`src/sv/pfe_pkg.sv`:
```
// Shared types, character codes and status codes of the postfix expression evaluator.
package pfe_pkg;

  // Data word of the operand stack and of the result.
  localparam int WORD_W = 32;

  // Default number of stack entries.
  localparam int STACK_DEPTH = 16;

  // Character codes.
  localparam logic [7:0] ASCII_ZERO = 8'd48;
  localparam logic [7:0] CH_NINE    = 8'd57;
  localparam logic [7:0] CH_PLUS    = 8'd43;
  localparam logic [7:0] CH_MINUS   = 8'd45;
  localparam logic [7:0] CH_STAR    = 8'd42;
  localparam logic [7:0] CH_SLASH   = 8'd47;

  // Number base of the digit accumulation.
  localparam logic [WORD_W-1:0] RADIX = 32'd10;

  // Status codes of a result.
  localparam logic [2:0] ST_OK        = 3'd0;
  localparam logic [2:0] ST_UNDERFLOW = 3'd1;
  localparam logic [2:0] ST_DIVZERO   = 3'd2;
  localparam logic [2:0] ST_FULL      = 3'd3;
  localparam logic [2:0] ST_EMPTY     = 3'd4;

  // One request: a character and the end-of-expression flag.
  typedef struct packed {
    logic [7:0] ch;
    logic       last;
  } pfe_req_t;

  // One result: top of stack and status.
  typedef struct packed {
    logic signed [WORD_W-1:0] value;
    logic [2:0]               status;
  } pfe_res_t;

  // Keeps the first error of an expression.
  function automatic logic [2:0] first_err(input logic [2:0] cur, input logic [2:0] code);
    first_err = (cur == ST_OK) ? code : cur;
  endfunction

endpackage

```
`src/sv/pfe_ram.sv`:
```
// Generic single-port-write, single-port-read RAM with registered read data.
module pfe_ram #(
  parameter int WIDTH = 32,
  parameter int DEPTH = 16
) (
  input  logic                     clk,
  input  logic                     we,
  input  logic [$clog2(DEPTH)-1:0] waddr,
  input  logic [WIDTH-1:0]         wdata,
  input  logic [$clog2(DEPTH)-1:0] raddr,
  output logic [WIDTH-1:0]         rdata
);

  logic [WIDTH-1:0] mem [DEPTH];

  // Write port and registered read port.
  always_ff @(posedge clk) begin
    if (we) begin
      mem[waddr] <= wdata;
    end
    rdata <= mem[raddr];
  end

endmodule

```
`src/sv/pfe_div.sv`:
```
// Serial signed divider: one quotient bit per cycle, truncating toward zero.
module pfe_div (
  input  logic                      clk,
  input  logic                      rst,
  input  logic                      start,
  input  logic [pfe_pkg::WORD_W-1:0] dividend,
  input  logic [pfe_pkg::WORD_W-1:0] divisor,
  output logic                      done,
  output logic [pfe_pkg::WORD_W-1:0] quotient
);

  localparam int W  = pfe_pkg::WORD_W;
  localparam int CW = $clog2(W);

  logic          run;
  logic [CW-1:0] cnt;
  logic [W-1:0]  rem;
  logic [W-1:0]  quo;
  logic [W-1:0]  dvs;
  logic          neg;
  logic [W:0]    trial;
  logic [W-1:0]  mag_a;
  logic [W-1:0]  mag_b;

  // Operand magnitudes at start.
  assign mag_a = dividend[W-1] ? (~dividend + W'(1)) : dividend;
  assign mag_b = divisor[W-1]  ? (~divisor + W'(1))  : divisor;

  // Trial subtraction of the shifted partial remainder.
  assign trial = {rem, quo[W-1]} - {1'b0, dvs};

  // Restore the sign of the quotient.
  assign quotient = neg ? (~quo + W'(1)) : quo;

  // Control of the iteration.
  always_ff @(posedge clk) begin
    if (rst) begin
      run  <= 1'b0;
      done <= 1'b0;
      cnt  <= '0;
    end else begin
      done <= 1'b0;
      if (start) begin
        run <= 1'b1;
        cnt <= '0;
      end else if (run) begin
        cnt <= cnt + CW'(1);
        if (cnt == CW'(W - 1)) begin
          run  <= 1'b0;
          done <= 1'b1;
        end
      end
    end
  end

  // Data path of the restoring division.
  always_ff @(posedge clk) begin
    if (start) begin
      quo <= mag_a;
      dvs <= mag_b;
      rem <= '0;
      neg <= dividend[W-1] ^ divisor[W-1];
    end else if (run) begin
      if (!trial[W]) begin
        rem <= trial[W-1:0];
        quo <= {quo[W-2:0], 1'b1};
      end else begin
        rem <= {rem[W-2:0], quo[W-1]};
        quo <= {quo[W-2:0], 1'b0};
      end
    end
  end

endmodule

```
`src/sv/postfix_expression_evaluator_unit.sv`:
```
// Postfix evaluator: a digit or separator is taken in the idle state; + - * pass through the read
// state, as the left operand comes from the stack RAM with registered read data; / then waits in
// the divide state for the serial divider, but skips it when the divisor is zero; an operator
// that finds fewer than two values stays in the idle state. The character flagged last adds the
// finish state, in which the result is moved to the output register, and which holds while an
// earlier result still waits there. The top of stack is held in a register, the values below it
// in the stack RAM. No clearing pass is needed after reset.
module postfix_expression_evaluator_unit #(
  parameter int STACK_DEPTH = pfe_pkg::STACK_DEPTH
) (
  input  logic              clk,
  input  logic              rst,
  input  logic              chr_valid,
  output logic              chr_ready,
  input  pfe_pkg::pfe_req_t chr_data,
  output logic              res_valid,
  input  logic              res_ready,
  output pfe_pkg::pfe_res_t res_data
);

  localparam int W  = pfe_pkg::WORD_W;
  localparam int AW = $clog2(STACK_DEPTH);
  localparam int CW = $clog2(STACK_DEPTH + 1);

  typedef enum logic [3:0] {
    S_IDLE   = 4'b0001,
    S_READ   = 4'b0010,
    S_DIVIDE = 4'b0100,
    S_FINISH = 4'b1000
  } pfe_state_t;

  pfe_state_t        state, state_next;
  logic [W-1:0]      tos, tos_next;
  logic [CW-1:0]     count, count_next;
  logic              prev_dig, prev_dig_next;
  logic [2:0]        err, err_next;
  logic [7:0]        op, op_next;
  logic              last, last_next;
  logic              res_valid_next;
  pfe_pkg::pfe_res_t res_data_next;

  logic              ram_we;
  logic [W-1:0]      ram_rdata;
  logic [CW-1:0]     count_m1;
  logic [CW-1:0]     count_m2;
  logic [W-1:0]      digit;
  logic              div_start;
  logic              div_done;
  logic [W-1:0]      div_q;

  assign count_m1  = count - CW'(1);
  assign count_m2  = count - CW'(2);
  assign digit     = W'(chr_data.ch - pfe_pkg::ASCII_ZERO);
  assign chr_ready = (state == S_IDLE);

  // Entries below the top of stack.
  pfe_ram #(
    .WIDTH(W),
    .DEPTH(STACK_DEPTH)
  ) u_stack (
    .clk  (clk),
    .we   (ram_we),
    .waddr(count_m1[AW-1:0]),
    .wdata(tos),
    .raddr(count_m2[AW-1:0]),
    .rdata(ram_rdata)
  );

  // Divider shared by every division.
  pfe_div u_div (
    .clk     (clk),
    .rst     (rst),
    .start   (div_start),
    .dividend(ram_rdata),
    .divisor (tos),
    .done    (div_done),
    .quotient(div_q)
  );

  // Next-state logic of the sequencer.
  always_comb begin
    state_next     = state;
    tos_next       = tos;
    count_next     = count;
    prev_dig_next  = prev_dig;
    err_next       = err;
    op_next        = op;
    last_next      = last;
    ram_we         = 1'b0;
    div_start      = 1'b0;
    res_valid_next = res_valid && !res_ready;
    res_data_next  = res_data;

    case (state)
      S_IDLE: begin
        if (chr_valid) begin
          last_next  = chr_data.last;
          state_next = chr_data.last ? S_FINISH : S_IDLE;
          if (chr_data.ch inside {[pfe_pkg::ASCII_ZERO:pfe_pkg::CH_NINE]}) begin
            if (prev_dig && count != '0) begin
              // Extend the number on top of the stack.
              tos_next = tos * pfe_pkg::RADIX + digit;
            end else if (count == CW'(STACK_DEPTH)) begin
              err_next      = pfe_pkg::first_err(err, pfe_pkg::ST_FULL);
              prev_dig_next = 1'b0;
            end else begin
              // Push: the old top moves into the RAM.
              ram_we        = (count != '0);
              tos_next      = digit;
              count_next    = count + CW'(1);
              prev_dig_next = 1'b1;
            end
          end else if (chr_data.ch inside {pfe_pkg::CH_PLUS, pfe_pkg::CH_MINUS,
                                           pfe_pkg::CH_STAR, pfe_pkg::CH_SLASH}) begin
            prev_dig_next = 1'b0;
            if (count < CW'(2)) begin
              err_next = pfe_pkg::first_err(err, pfe_pkg::ST_UNDERFLOW);
            end else begin
              op_next    = chr_data.ch;
              state_next = S_READ;
            end
          end else begin
            prev_dig_next = 1'b0;
          end
        end
      end

      S_READ: begin
        // Left operand is now on the RAM read port; the right one is the top.
        count_next = count_m1;
        state_next = last ? S_FINISH : S_IDLE;
        case (op)
          pfe_pkg::CH_PLUS:  tos_next = ram_rdata + tos;
          pfe_pkg::CH_MINUS: tos_next = ram_rdata - tos;
          pfe_pkg::CH_STAR:  tos_next = ram_rdata * tos;
          default: begin
            if (tos == '0) begin
              err_next = pfe_pkg::first_err(err, pfe_pkg::ST_DIVZERO);
              tos_next = '0;
            end else begin
              div_start  = 1'b1;
              state_next = S_DIVIDE;
            end
          end
        endcase
      end

      S_DIVIDE: begin
        if (div_done) begin
          tos_next   = div_q;
          state_next = last ? S_FINISH : S_IDLE;
        end
      end

      S_FINISH: begin
        // Hand the result over once the output register is free, then clear.
        if (!res_valid || res_ready) begin
          res_valid_next       = 1'b1;
          res_data_next.value  = (count != '0) ? tos : '0;
          if (err != pfe_pkg::ST_OK) begin
            res_data_next.status = err;
          end else begin
            res_data_next.status = (count != '0) ? pfe_pkg::ST_OK : pfe_pkg::ST_EMPTY;
          end
          count_next    = '0;
          prev_dig_next = 1'b0;
          err_next      = pfe_pkg::ST_OK;
          state_next    = S_IDLE;
        end
      end

      default: begin
        state_next = S_IDLE;
      end
    endcase
  end

  // Control registers.
  always_ff @(posedge clk) begin
    if (rst) begin
      state     <= S_IDLE;
      count     <= '0;
      prev_dig  <= 1'b0;
      err       <= pfe_pkg::ST_OK;
      res_valid <= 1'b0;
    end else begin
      state     <= state_next;
      count     <= count_next;
      prev_dig  <= prev_dig_next;
      err       <= err_next;
      res_valid <= res_valid_next;
    end
  end

  // Payload registers.
  always_ff @(posedge clk) begin
    tos      <= tos_next;
    op       <= op_next;
    last     <= last_next;
    res_data <= res_data_next;
  end

endmodule

```
`config.mk`:
```
export PLATFORM = sky130hd
export DESIGN_NAME = postfix_expression_evaluator_unit
export DESIGN_NICKNAME = d
export VERILOG_FILES = /design/src/sv/pfe_pkg.sv /design/src/sv/pfe_ram.sv /design/src/sv/pfe_div.sv /design/src/sv/postfix_expression_evaluator_unit.sv
export SDC_FILE = /design/constraint.sdc
export NUM_CORES = 2
export LEC_CHECK = 0
export BUFFER_PORTS_ARGS = -buffer_cell sky130_fd_sc_hd__buf_2
export CAP_MARGIN = 20
export CORE_ASPECT_RATIO = 0.5
export CORE_UTILIZATION = 50
export DETAILED_ROUTE_END_ITERATION = 8
export PLACE_DENSITY = 0.61
export SLEW_MARGIN = 20
export SYNTH_ARGS = -nofsm -noshare
export SYNTH_HDL_FRONTEND = slang
export SYNTH_SLANG_ARGS = --single-unit
```
`constraint.sdc`:
```
create_clock -name clk -period 21.3 [get_ports clk]
set_input_delay 0 -clock clk [delete_from_list [all_inputs] [get_ports clk]]
set_output_delay 0 -clock clk [all_outputs]
set_load 0.03 [all_outputs]
```
* Word level (Yosys, flattened, before mapping)
Memories as Yosys holds them, arrays and structs flattened. A register that Yosys moved wholly into a read port is not among the register bits. Index checks and enable logic that the tools add are counted.
Word-level totals: register bits 194, RAM bits 512, bits of input ports 13, output and inout bits 37, memories kept 1
Cells by class: add/sub/neg operators 12, multiply operators 2, $lt $le $gt $ge 3, eq/ne operators 29, muxes and demuxes 69, bitwise logic cells 7, reductions and logical operators 26
Memories:
- u_stack.mem | depth 16, bits a word 32, rd ports 1, clocked after Yosys merged registers in 1, write ports 1, RTL line pfe_ram.sv:14 | logic [WIDTH-1:0] mem [DEPTH];
Operators with widths (count):
- 32-bit 2-to-1 mux | 11
- 32-bit case mux with 3 select lines | 2
- 32-bit by 1-bit adder with 32-bit output, second input constant | 3
- 32-bit NOT | 3
- 32-bit adder | 2
- 8-bit by 6-bit equality test with 1-bit output, second input constant | 7
- 3-bit 2-to-1 mux | 14
- 4-bit 2-to-1 mux | 10
- 33-bit by 32-bit subtractor with 33-bit output | 1
- 32-bit zero test | 1
- 32-bit by 3-bit multiplier with 31-bit output, second input constant | 1
- 32-bit by 32-bit multiplier with 32-bit output | 1
- 32-bit subtractor | 1
- 31-bit 2-to-1 mux | 1
- 5-bit 2-to-1 mux | 5
- 1-bit 2-to-1 mux | 22
- 4-bit case mux with 4 select lines | 1
- 5-bit case mux with 3 select lines | 1
- 2-bit != test, second input constant | 7
- 6-bit AND reduction | 2
- 11-bit AND reduction | 1
- 5-bit by 1-bit adder with 5-bit output, second input constant | 2
- 5-bit equality test, second input constant | 2
- 3-bit case mux with 3 select lines | 1
- other kinds (32) | 46

* Depth between registers and ports, before layout
word-level depth 8, mapped depth 29

* Modules after synthesis
A second synthesis with hierarchy kept.
Unflattened totals: cell total of the unflattened synthesis 4546, area total of the unflattened synthesis 52838.2 µm²
By module, submodules not included:
- postfix_expression_evaluator_unit | instances 1, cells an instance 2845, area each 25295.5 µm²
- pfe_ram | instances 1, cells an instance 838, area each 19836.5 µm²
- pfe_div | instances 1, cells an instance 863, area each 7706.1 µm²

* Worst setup path before layout
Ideal clock, no wire load.
path kind register to register, start reg tos[6], end reg tos[28], data pin, library setup time 0.317 ns, data arrival time 7.321 ns, required time 20.983 ns, slack 13.663 ns, cell stages (with the launch flop) 27, period minus slack after synthesis 7.637 ns, path through edfxtp_1 -> clkbuf_1 -> clkbuf_1 -> and2_1 -> fa_1 -> fa_1 -> fa_1 -> inv_1 -> fa_1 -> inv_1 -> fa_1 -> inv_1 -> fa_1 -> inv_1 -> fa_1 -> fa_1 -> ha_1 -> a21o_1 -> a21o_1 -> a21oi_1 -> nor2_1 -> a2111oi_0 -> a21oi_1 -> a21o_1 -> a211o_1 -> a32oi_1 -> a221oi_1
On the way: longest elaborated chain between the ends 6, elaborated cells between the ends (all ways) 10, those cells by class add/sub: 3; mul: 2; mux: 5
Ends and longest elaborated chain:
- start: declaration | RTL line postfix_expression_evaluator_unit.sv:33 | logic [W-1:0] tos, tos_next;
- start signal: assignment | RTL line postfix_expression_evaluator_unit.sv:197 | tos <= tos_next;
- 32-bit by 3-bit multiplier with 31-bit output | RTL line postfix_expression_evaluator_unit.sv:102 | tos_next = tos * pfe_pkg::RADIX + digit;
- 32-bit adder | RTL line postfix_expression_evaluator_unit.sv:102
- 32-bit 2-to-1 mux | RTL line postfix_expression_evaluator_unit.sv:100 | if (prev_dig && count != '0) begin
- 32-bit 2-to-1 mux | RTL line postfix_expression_evaluator_unit.sv:99 | if (chr_data.ch inside {[pfe_pkg::ASCII_ZERO:pfe_pkg::CH_NINE]}) begin
- 32-bit 2-to-1 mux | RTL line postfix_expression_evaluator_unit.sv:96 | if (chr_valid) begin
- 32-bit case mux with 3 select lines (*) | RTL line postfix_expression_evaluator_unit.sv:94 | case (state)
- via tos_next[28] | RTL line postfix_expression_evaluator_unit.sv:33
Mark *: on every way through the listed nets, which the timed path passes. The rest lies on a longest branch. The select of a mux whose other input is x is not followed. A chain may end at the register's enable or synchronous reset.

* Worst setup path after layout
start reg tos[8], end reg tos[30], data pin
The elaborated chain is that of the path after synthesis.

==> flow_metrics.tcl <==
set metrics [dict create \
    drive_gt1_frac 0.1066 \
    die_height_um 231.1 \
    rrSetupSlack_ps 12760 \
    path_class "reg2reg" \
    critical_path.endpoint "tos[30]$_DFFE_PP_" \
    gr-total-overflow 0 \
    nets 5214 \
    cts_buffer_depth 3 \
    netlist_top_cells_count "653 x edfxtp_1, 458 x inv_1, 412 x fa_1" \
    drc 0 \
    synth_area_per_cell_um2 11.69 \
    seq_area_frac_synth 0.4056 \
    drt-wirelength-per-cell_um 27.10 \
    drtIter0Drc 4272 \
    worstPathArrival_ps 8940 \
    rows 83 \
    syn2layout_area_growth_pct 9.064 \
    syn_inst 4491 \
    synth-seq-cells 737 \
    hold_ws_ps 156.9 \
    setup_tns_ps 0 \
    crit_path_start "tos[8]$_DFFE_PP_" \
    relSlewSlack 0.1834 \
    cp.required_ps 21700 \
    r2r_end "tos[30]$_DFFE_PP_" \
    clock_sinks 737 \
    synth.largest_area_cell "edfxtp_1" \
    max_freq_mhz 117.1 \
    gp_congestion 0.9569 \
    grt_max_degree 65 \
    synthDominantCellAreaShare 0.3735 \
    hold_viol 0 \
    startpoint_type "register" \
    cts-resized-gates 0 \
    fin_skew_ps 57.98 \
    initial_core_util 0.5080 \
    synthesis.nets 5204 \
    drt_first_pass_iters 6 \
    syn_area_um2 52490 \
    reg2regPathDepth 25 \
    yosysWarningCount 0 \
    rsz0062_at_grt "false" \
    cap_violations 0 \
    setup_viol 0 \
    min_path_cells 2 \
    port_buffers 49 \
    root_buffer "clkbuf_16" \
    postRouteAntennaNets 0 \
    h-tree-depth 3 \
    vias 36400 \
    grt_usage 0.3085 \
    cts_tree "done" \
    die_area_um2 106400 \
    hold_class "in2reg" \
    path_clk_slew_ps 60 \
    ys_top_cells_by_area "edfxtp_1 37%, fa_1 16%, ha_1 6.9%" \
    synth_cell_types 75 \
    worst_pin_slew_ps 1223 \
    synth_edf_count 653 \
    yosysMostFrequentCell "edfxtp_1" \
    synth_flop_cell "edfxtp_1" \
    vias_per_cell 6.104 \
    drv_slew 0 \
    core_area_um2 103300 \
    r2r-start "tos[8]$_DFFE_PP_" \
    wl_um 161600 \
    fin_crit_sh 0.4008 \
    status "finished, final reports clean" \
    pin_count 50 \
    grt_pass1_wl_um 239200 \
    cts_buffers 72 \
    postCtsSetupRepairBufs 0 \
    grt_pass1_vias 36529 \
    async_flop_share 0 \
    crit_fanout 32 \
    clock_latency_ps 670 \
    antenna_found_initial 13 \
    dp_hpwl_um 104500 \
    die_w_um 460.2 \
    critPathCaptureType "register" \
    period_needed_ps 8538 \
]
[timing repair]
action                                 CTS  global route
hold buffers                            12             0
endpoints found under the hold margin   42             0
setup endpoints to repair                0             0
[through the flow]
stage          area [um^2]  utilization  std cells  setup WS [ps]
2_1_floorplan        52490            -       4491          13660
3_3_place_gp         54630       0.5287       5813          12930
3_5_place_dp         54680       0.5292       5815          12930
4_1_cts              57200       0.5536       5958          12940
5_1_grt              57240       0.5540       5960          12450
6_report             57250       0.5541       5963          12760
[critical path: stages (launching register included)]
cell       delay, ps
edfxtp_1        1110
buf_4            520
nand2_1          140
fa_1             440
inv_1             80
fa_1             440
fa_1             520
inv_1             60
fa_1             480
inv_1             50
fa_1             480
fa_1             580
fa_1             430
fa_1             470
ha_1             360
a21o_1           210
a21o_1           180
a21oi_1          180
nor2_1            80
a2111oi_0        360
a21oi_1          190
a41oi_1          350
mux2i_1          220
o21ai_0          100
a2bb2oi_1        160
nor2_1            60
[routing by layer]
metal  GRT usage  up-vias  wire length, um
met3     0.07414      282            19040
met2      0.4507     1919            68670
li1            -    15584                -
met5           0        -               13
met1      0.4583    18613            69190
met4     0.08549        2             4702
[cell usage in the layout (no fill, tap or decap), drive strengths merged, types with 31 or more instances in the layout]
cell / n
edfxtp: 653
inv: 460
fa: 412
nand2: 382
and2: 314
ha: 288
a21oi: 216
nor2: 215
xnor2: 175
mux4: 160
buf: 160
o21ai: 152
xor2: 135
clkbuf: 96
dfxtp: 84
a21o: 65
nor2b: 56
nor3: 48
or3: 37
a211oi: 34
o31ai: 32
nand2b: 31
[cells by family after synthesis]
family / synth area share
AO/OA/AOI/OAI: 0.08149
XOR/XNOR: 0.05172
adder cells (fa/ha/maj): 0.2258
buffers and inverters: 0.04979
flip-flops: 0.4056
multiplexers: 0.07193
AND/OR/NAND/NOR: 0.1137
[worst min path at each step]
| stage | end | slack [ps] | startpoint |
|---|---|---|---|
| floorplan | state[3]$_SDFFE_PP0P_ | 70 | rst |
| global placement | last$_DFFE_PP_ | 210 | chr_data[0] |
| detailed placement | last$_DFFE_PP_ | 220 | chr_data[0] |
| CTS | last$_DFFE_PP_ | 100 | chr_data[0] |
| global route | last$_DFFE_PP_ | 150 | chr_data[0] |
| finish | op[4]$_DFFE_PP_ | 160 | chr_data[5] |
[area by class of cell]
cell class | count | area (um^2)
flip-flops and latches | 737 | 21300
clock inverters | 35 | 409.1
fillers | 8730 | 46080
inverters | 458 | 1720
diodes | 3 | 7.507
clock buffers | 96 | 1996
repair buffers | 172 | 1259
multi-input cells | 3060 | 28810
well taps | 1402 | 1754
[registers in the layout, summed over array words and instances, names as in the netlist, 2 cells and up]
register       count
u_div.dvs         32
state              4
u_stack.mem      512
u_div.quo         32
u_div.rem         32
u_div.cnt          5
u_stack.rdata     32
op                 8
err                2
count              5
res_data          35
tos               32
Power is left out: the tool's default activity adds up to more than one toggle a clock period on the data nets, which glitch-free logic cannot reach.
